File: config.mk
export PLATFORM = sky130hd
export DESIGN_NAME = lncc_ctrl
export DESIGN_NICKNAME = d
export VERILOG_FILES = /design/src/sv/lncc_pkg.sv /design/src/sv/lncc_ctrl.sv
export SDC_FILE = /design/constraint.sdc
export NUM_CORES = 1
export LEC_CHECK = 0
export BUFFER_PORTS_ARGS = -buffer_cell sky130_fd_sc_hd__buf_2
export CAP_MARGIN = 30
export CORE_AREA = 2 2 39 41
export CTS_BUF_LIST = sky130_fd_sc_hd__clkbuf_4
export DETAILED_ROUTE_END_ITERATION = 6
export DIE_AREA = 0 0 41 43
export MAX_ROUTING_LAYER = met4
export PLACE_DENSITY = 0.74
export SYNTH_ARGS = -nofsm -noshare
export SYNTH_HDL_FRONTEND = slang
export SYNTH_SLANG_ARGS = --single-unit
File: constraint.sdc
create_clock -name clk -period 2.2 [get_ports clk]
set_clock_uncertainty 0.15 [all_clocks]
set_input_delay 0.44 -clock clk [delete_from_list [all_inputs] [get_ports clk]]
set_output_delay 0.44 -clock clk [all_outputs]
set_load 0.02 [all_outputs]
File: src/sv/lncc_pkg.sv
`default_nettype none
// ----------------------------------------------------------------------------
// lncc_pkg
// Shared types for the local ncc voxel term: payloads, controller states,
// datapath commands and status.
// ----------------------------------------------------------------------------
package lncc_pkg;

  localparam int unsigned SUM_W = 57;
  localparam int unsigned CNT_W = 32;
  localparam int unsigned KV_W  = 12;

  typedef struct packed {
    logic signed [31:0] pred_mean;
    logic signed [31:0] target_mean;
    logic signed [31:0] pred_sq_mean;
    logic signed [31:0] target_sq_mean;
    logic signed [31:0] cross_mean;
    logic               last_voxel;
  } in_item_t;

  typedef struct packed {
    logic [24:0]      ncc_value;
    logic [SUM_W-1:0] ncc_total;
    logic [CNT_W-1:0] voxel_count;
    logic             volume_done;
  } out_item_t;

  typedef enum logic [3:0] {
    ST_IDLE,
    ST_PROD,
    ST_DIFF,
    ST_SCALE,
    ST_FLOOR,
    ST_MUL,
    ST_CMP,
    ST_DIV,
    ST_FINISH
  } state_t;

  typedef enum logic [3:0] {
    OP_NONE,
    OP_LOAD,
    OP_PROD,
    OP_DIFF,
    OP_SCALE,
    OP_FLOOR,
    OP_MUL,
    OP_CMP,
    OP_DIV,
    OP_FINISH
  } op_t;

  typedef struct packed {
    op_t        op;
    logic [1:0] mul_step;
  } cmd_t;

  typedef struct packed {
    logic out_free;
  } status_t;

endpackage
`default_nettype wire

File: src/sv/lncc_ctrl.sv
`default_nettype none
// ----------------------------------------------------------------------------
// lncc_ctrl
// Sequencer for one voxel: products, scaling, wide multiply, division, finish.
// ----------------------------------------------------------------------------
module lncc_ctrl #(
  parameter int unsigned FRAC_BITS = 24
) (
  input  wire logic             clk,
  input  wire logic             rst,
  input  wire logic             in_valid,
  output logic                  in_ready,
  input  wire lncc_pkg::status_t status,
  output lncc_pkg::cmd_t        cmd
);

  localparam logic [4:0] DIV_LAST = 5'(FRAC_BITS - 1);

  lncc_pkg::state_t state, state_next;
  logic [4:0]       cnt, cnt_next;

  always_ff @(posedge clk) begin
    if (rst) begin
      state <= lncc_pkg::ST_IDLE;
      cnt   <= '0;
    end else begin
      state <= state_next;
      cnt   <= cnt_next;
    end
  end

  always_comb begin
    state_next   = state;
    cnt_next     = cnt;
    in_ready     = 1'b0;
    cmd.op       = lncc_pkg::OP_NONE;
    cmd.mul_step = cnt[1:0];
    unique case (state)
      lncc_pkg::ST_IDLE: begin
        in_ready = 1'b1;
        if (in_valid) begin
          cmd.op     = lncc_pkg::OP_LOAD;
          state_next = lncc_pkg::ST_PROD;
        end
      end
      lncc_pkg::ST_PROD: begin
        cmd.op     = lncc_pkg::OP_PROD;
        state_next = lncc_pkg::ST_DIFF;
      end
      lncc_pkg::ST_DIFF: begin
        cmd.op     = lncc_pkg::OP_DIFF;
        state_next = lncc_pkg::ST_SCALE;
      end
      lncc_pkg::ST_SCALE: begin
        cmd.op     = lncc_pkg::OP_SCALE;
        state_next = lncc_pkg::ST_FLOOR;
      end
      lncc_pkg::ST_FLOOR: begin
        cmd.op     = lncc_pkg::OP_FLOOR;
        cnt_next   = '0;
        state_next = lncc_pkg::ST_MUL;
      end
      lncc_pkg::ST_MUL: begin
        cmd.op   = lncc_pkg::OP_MUL;
        cnt_next = cnt + 5'd1;
        if (cnt[1:0] == 2'd3) begin
          state_next = lncc_pkg::ST_CMP;
        end
      end
      lncc_pkg::ST_CMP: begin
        cmd.op     = lncc_pkg::OP_CMP;
        cnt_next   = '0;
        state_next = lncc_pkg::ST_DIV;
      end
      lncc_pkg::ST_DIV: begin
        cmd.op   = lncc_pkg::OP_DIV;
        cnt_next = cnt + 5'd1;
        if (cnt == DIV_LAST) begin
          state_next = lncc_pkg::ST_FINISH;
        end
      end
      lncc_pkg::ST_FINISH: begin
        // hold until the output register can take the result
        if (status.out_free) begin
          cmd.op     = lncc_pkg::OP_FINISH;
          state_next = lncc_pkg::ST_IDLE;
        end
      end
      default: begin
        state_next = lncc_pkg::ST_IDLE;
      end
    endcase
  end

endmodule
`default_nettype wire

# Word level (Yosys, flattened, before mapping)
# Cells that the tools add are included.
[word_totals] reg_bits=9 wordCells=32
[op_classes] addsub=1 eq_ne=14 n_mux=10 reduce_logical=5
[ops] op="$pmux W4 S9" n=2
[ops] op="$mux W4" n=5
[ops] op="$eq A4 B3 Y1 const B" n=4
[ops] op="$pmux W5 S2" n=1
[ops] op="$eq A4 B2 Y1 const B" n=2
[ops] op="$ne A2 B2 Y1 const B" n=4
[ops] op="$add A5 B1 Y5 const B" n=1
[ops] op="$eq A5 B5 Y1 const B" n=1
[ops] op="$eq A4 B1 Y1 const B" n=1
[ops] op="$eq A4 B4 Y1 const B" n=1
[ops] op="$logic_not A4 Y1" n=1
[ops] op="$reduce_and A4 Y1" n=1
[ops] op="$reduce_or A2 Y1" n=2
[ops] op="$eq A2 B2 Y1 const B" n=1
[ops] op="$mux W1" n=2
[ops] op="$reduce_bool A2 Y1" n=1

# Longest topological paths before layout
[depth] ltp_word=3 mapped_depth=5 mapped_depth_nobuf=4

# Least setup slack after synthesis
# OpenSTA, ideal clock, no wires.
[synth_timing] kind="reg-to-output" from="register state[2]" to="output cmd[5] in the netlist's numbering" arrival_time_ps=1319 path_slack_ps=291 path_stages_with_launch=4 n_path_buf=1 path_cell_list="dfxtp_1 buf_6 or4b_4 o22ai_1"
[synth_lines] item="from (decl)" line="lncc_ctrl.sv:19" source="lncc_pkg::state_t state, state_next;"
[synth_lines] item="from (signal assigned)" line="lncc_ctrl.sv:24" source="state <= lncc_pkg::ST_IDLE;"
[synth_lines] item="from (signal assigned)" line="lncc_ctrl.sv:27" source="state <= state_next;"
[synth_lines] item="to (decl)" line="lncc_ctrl.sv:14" source="output lncc_pkg::cmd_t cmd"

==> flow_results.xml <==
<?xml version="1.0" encoding="UTF-8"?>
<metrics>
  <group name="cells_and_area">
    <metric name="fin_cells" unit="">97</metric>
    <metric name="areaGrowthSynthToFinish" unit="%">10.3</metric>
    <metric name="multiInputGateArea" unit="sq um">350</metric>
    <metric name="share_of_the_core_filled_with_cells" unit="">0.473</metric>
    <metric name="drive_gt1_frac" unit="">0.235</metric>
    <metric name="area.sequential" unit="sq um">183</metric>
    <metric name="fillers" unit="">139</metric>
    <metric name="antennaDiodeCount" unit="">0</metric>
    <metric name="nNetsFinal" unit="">87</metric>
  </group>
  <group name="synth">
    <metric name="synth_sequential_area_ratio" unit="">0.304</metric>
    <metric name="number_of_synthesis_warnings" unit="">0</metric>
    <metric name="synth_adder_area_share" unit="">0.0211</metric>
    <metric name="syn-cell-area" unit="sq um">593</metric>
    <metric name="post_synth_xor_area_fraction" unit="">0.0295</metric>
    <metric name="mappedNetlistNets" unit="">79</metric>
    <metric name="synth_cell_types" unit="">36</metric>
    <metric name="synth-compound-area-share" unit="">0.207</metric>
    <metric name="synth_ff_type" unit="">sky130_fd_sc_hd__dfxtp_1</metric>
    <metric name="synth_top_family_by_area" unit="">simple AND/OR/NAND/NOR gates</metric>
    <metric name="post_synth_edffs" unit="">0</metric>
    <metric name="post_synth_inst_count" unit="">74</metric>
    <metric name="synth.avg_cell_area" unit="sq um">8.01</metric>
    <metric name="async_reset_ff_frac" unit="">0</metric>
    <metric name="synthSimpleGateAreaFrac" unit="">0.316</metric>
    <metric name="ys_seq_elements" unit="">9</metric>
    <metric name="muxShareOfSynthArea" unit="">0.0169</metric>
  </group>
  <group name="timing">
    <metric name="final_min_period_over_clock_period" unit="">0.965</metric>
    <metric name="grt_setup_unrepaired" unit="">false</metric>
    <metric name="hold-worst-slack" unit="ns">0.244</metric>
    <metric name="period_minus_slack" unit="ns">2.12</metric>
    <metric name="finalSetupTns" unit="ns">0</metric>
    <metric name="final_hold_viol_count" unit="">0</metric>
    <metric name="worst-slew-pin-transition" unit="ns">0.431</metric>
    <metric name="setup_viol_count_final" unit="">0</metric>
    <metric name="post-route-worst-setup-slack" unit="ns">0.0769</metric>
    <metric name="drv_slew" unit="">0</metric>
    <metric name="slew-limit-headroom" unit="">0.710</metric>
    <metric name="max_freq" unit="GHz">0.471</metric>
  </group>
  <group name="worst_setup_path">
    <metric name="timing.critical_path.from_type" unit="">flip-flop</metric>
    <metric name="critPathMaxFanout" unit="">10</metric>
    <metric name="endpoint_kind" unit="">output port</metric>
    <metric name="worst_ep_arrival_time" unit="ns">1.53</metric>
    <metric name="worst-endpoint-required" unit="ns">1.61</metric>
    <metric name="path_class" unit="">reg -&gt; out</metric>
  </group>
  <group name="detailed_routing">
    <metric name="post_drt_via_cell_ratio" unit="">5.90</metric>
    <metric name="finalWirelength" unit="microns">1220</metric>
    <metric name="detailroute.via_count" unit="">572</metric>
    <metric name="detail_route.iter0.violations" unit="">21</metric>
    <metric name="drtPass1Iterations" unit="">4</metric>
    <metric name="number_of_nets_with_antenna_violations_after_detailed_routing" unit="">0</metric>
    <metric name="remaining_routing_drc_violations" unit="">0</metric>
    <metric name="avgRoutedWirePerCell" unit="microns">12.6</metric>
  </group>
  <group name="clock_tree">
    <metric name="clkSlewWorstSetupHoldPaths" unit="ns">0.07</metric>
    <metric name="htree_levels" unit="">1</metric>
    <metric name="clk_root_buffer_cell" unit="">sky130_fd_sc_hd__clkbuf_4</metric>
    <metric name="clkLatencyLatePin" unit="ns">0.27</metric>
    <metric name="holdBufCountCts" unit="">0</metric>
    <metric name="cts_buffers" unit="">3</metric>
    <metric name="clock_sink_count" unit="">9</metric>
    <metric name="cts_tree" unit="">built</metric>
    <metric name="ctsLongestPathBuffers" unit="">2</metric>
  </group>
  <group name="placed_design">
    <metric name="placement.setup.worst_slack" unit="ns">0.248</metric>
    <metric name="io_buffers" unit="">10</metric>
    <metric name="gp_congestion" unit="">0.765</metric>
    <metric name="placed_cells" unit="">93</metric>
    <metric name="hpwl" unit="microns">897</metric>
  </group>
  <group name="power_and_ir_drop">
    <metric name="max-vdd-ir-drop" unit="mV">0.450</metric>
    <metric name="cellLeakagePower" unit="nW">0.267</metric>
    <metric name="power.density_cell_area" unit="nW/um^2">1270</metric>
  </group>
  <group name="floorplan">
    <metric name="fp.dieArea" unit="sq um">1760</metric>
    <metric name="start_util" unit="">0.429</metric>
    <metric name="ioPinCount" unit="">11</metric>
    <metric name="floorplan.rows" unit="">14</metric>
    <metric name="chipHeight" unit="microns">43</metric>
    <metric name="core_area" unit="sq um">1380</metric>
    <metric name="die_x" unit="microns">41</metric>
  </group>
  <group name="grt">
    <metric name="grt_first_pass_wirelength" unit="microns">1910</metric>
    <metric name="vias_in_the_first_global_route" unit="">482</metric>
    <metric name="pin_count_of_the_biggest_net_entering_global_routing" unit="">15</metric>
    <metric name="number_of_antenna_violations_at_the_first_check_in_global_routing" unit="">0</metric>
    <metric name="gr-total-overflow" unit="">0</metric>
    <metric name="track_usage" unit="">0.156</metric>
  </group>
  <group name="min_path">
    <metric name="hold_path.class" unit="">in -&gt; reg</metric>
  </group>
  <group name="flow_run">
    <metric name="max_cap_check_violation_count" unit="">0</metric>
  </group>
  <group name="run_status">
    <metric name="run_status" unit="">completed</metric>
  </group>
</metrics>
-- layout by cell type, fill, tap and decap left out, types with 2 or more instances in the layout --
cell,netlist,layout
sky130_fd_sc_hd__nor2_1,5,5
sky130_fd_sc_hd__dfxtp_1,9,7
sky130_fd_sc_hd__inv_1,5,5
sky130_fd_sc_hd__dfxtp_2,0,2
sky130_fd_sc_hd__buf_2,2,9
sky130_fd_sc_hd__xnor2_1,2,2
sky130_fd_sc_hd__o21ai_0,4,4
sky130_fd_sc_hd__a21oi_1,4,4
sky130_fd_sc_hd__nand2_1,6,6
sky130_fd_sc_hd__or4_1,3,3
sky130_fd_sc_hd__nand3b_1,3,3
sky130_fd_sc_hd__clkbuf_4,0,4
sky130_fd_sc_hd__nand3_1,2,2
sky130_fd_sc_hd__nor3b_1,2,2
sky130_fd_sc_hd__a31oi_1,2,2
-- what timing repair did --
action,CTS,global route
buffers inserted,0,0
gates resized for setup,1,2
endpoints found under the setup margin,1,1
-- per-layer routing --
layer	up-vias	GRT usage	part of all wire
met3	4	0.0157	0.076
li1	285	-	-
met2	25	0.241	0.46
met1	258	0.203	0.45
met5	-	-	0
met4	0	0.0600	0.011
-- state kept, by name, summed over array words and instances, names as in the netlist --
name,cells
cnt,5
state,4
-- kinds of logic after synthesis --
kind of cell / count (synthesis)
simple gates: 31
mux: 1
buf+inv: 12
compound gates: 18
fa+ha+maj: 1
xor+xnor: 2
flops: 9
-- power breakdown --
group	switching (mW)	internal, mW
registers	0.0875	0.201
logic	0.227	0.170
clock network	0.0624	0.0823
-- layout make-up --
class / count / share of cell area
Multi-Input combinational cell: 53 / 0.535
Inverter: 5 / 0.0287
Tap cell: 16 / 0.0306
Sequential cell: 9 / 0.279
Clock buffer: 4 / 0.0459
Timing Repair Buffer: 10 / 0.0803
-- per-stage QoR --
step	power, mW	cell area, sq um
after floorplan	0.596	593
after global placement	0.666	619
after detailed placement	0.679	619
after CTS	0.820	651
after global routing	0.886	654
final	0.831	654
-- synth_stat cells, types with 2 or more instances --
library cell / instances / area [sq um]
sky130_fd_sc_hd__a31oi_1: 2 / 12.5
sky130_fd_sc_hd__nand2_1: 6 / 22.5
sky130_fd_sc_hd__or4_1: 3 / 22.5
sky130_fd_sc_hd__a21oi_1: 4 / 20.0
sky130_fd_sc_hd__clkbuf_1: 2 / 7.51
sky130_fd_sc_hd__nand3b_1: 3 / 22.5
sky130_fd_sc_hd__xnor2_1: 2 / 17.5
sky130_fd_sc_hd__dfxtp_1: 9 / 180
sky130_fd_sc_hd__nor2_1: 5 / 18.8
sky130_fd_sc_hd__nand3_1: 2 / 10.0
sky130_fd_sc_hd__buf_2: 2 / 10.0
sky130_fd_sc_hd__o21ai_0: 4 / 20.0
sky130_fd_sc_hd__inv_1: 5 / 18.8
sky130_fd_sc_hd__buf_4: 2 / 15.0
sky130_fd_sc_hd__nor3b_1: 2 / 15.0
-- final timing paths --
| path | start | depth (start not counted) | slack [ns] | to |
|---|---|---|---|---|
| hold reg to reg | cnt[1] | 2 | 0.34 | cnt[1] |
| hold / removal | rst | 2 | 0.24 | cnt[1] |
| setup reg to reg | state[2] | 3 | 0.44 | state[3] |
| setup / recovery | state[2] | 3 | 0.08 | cmd[5] |
-- critical path, cell delays in order (launching register included) --
cell and delay, ns:
sky130_fd_sc_hd__dfxtp_1 0.39, sky130_fd_sc_hd__or4b_4 0.58, sky130_fd_sc_hd__o22ai_1 0.14, sky130_fd_sc_hd__buf_4 0.16
(Power assumes the default switching activity.)
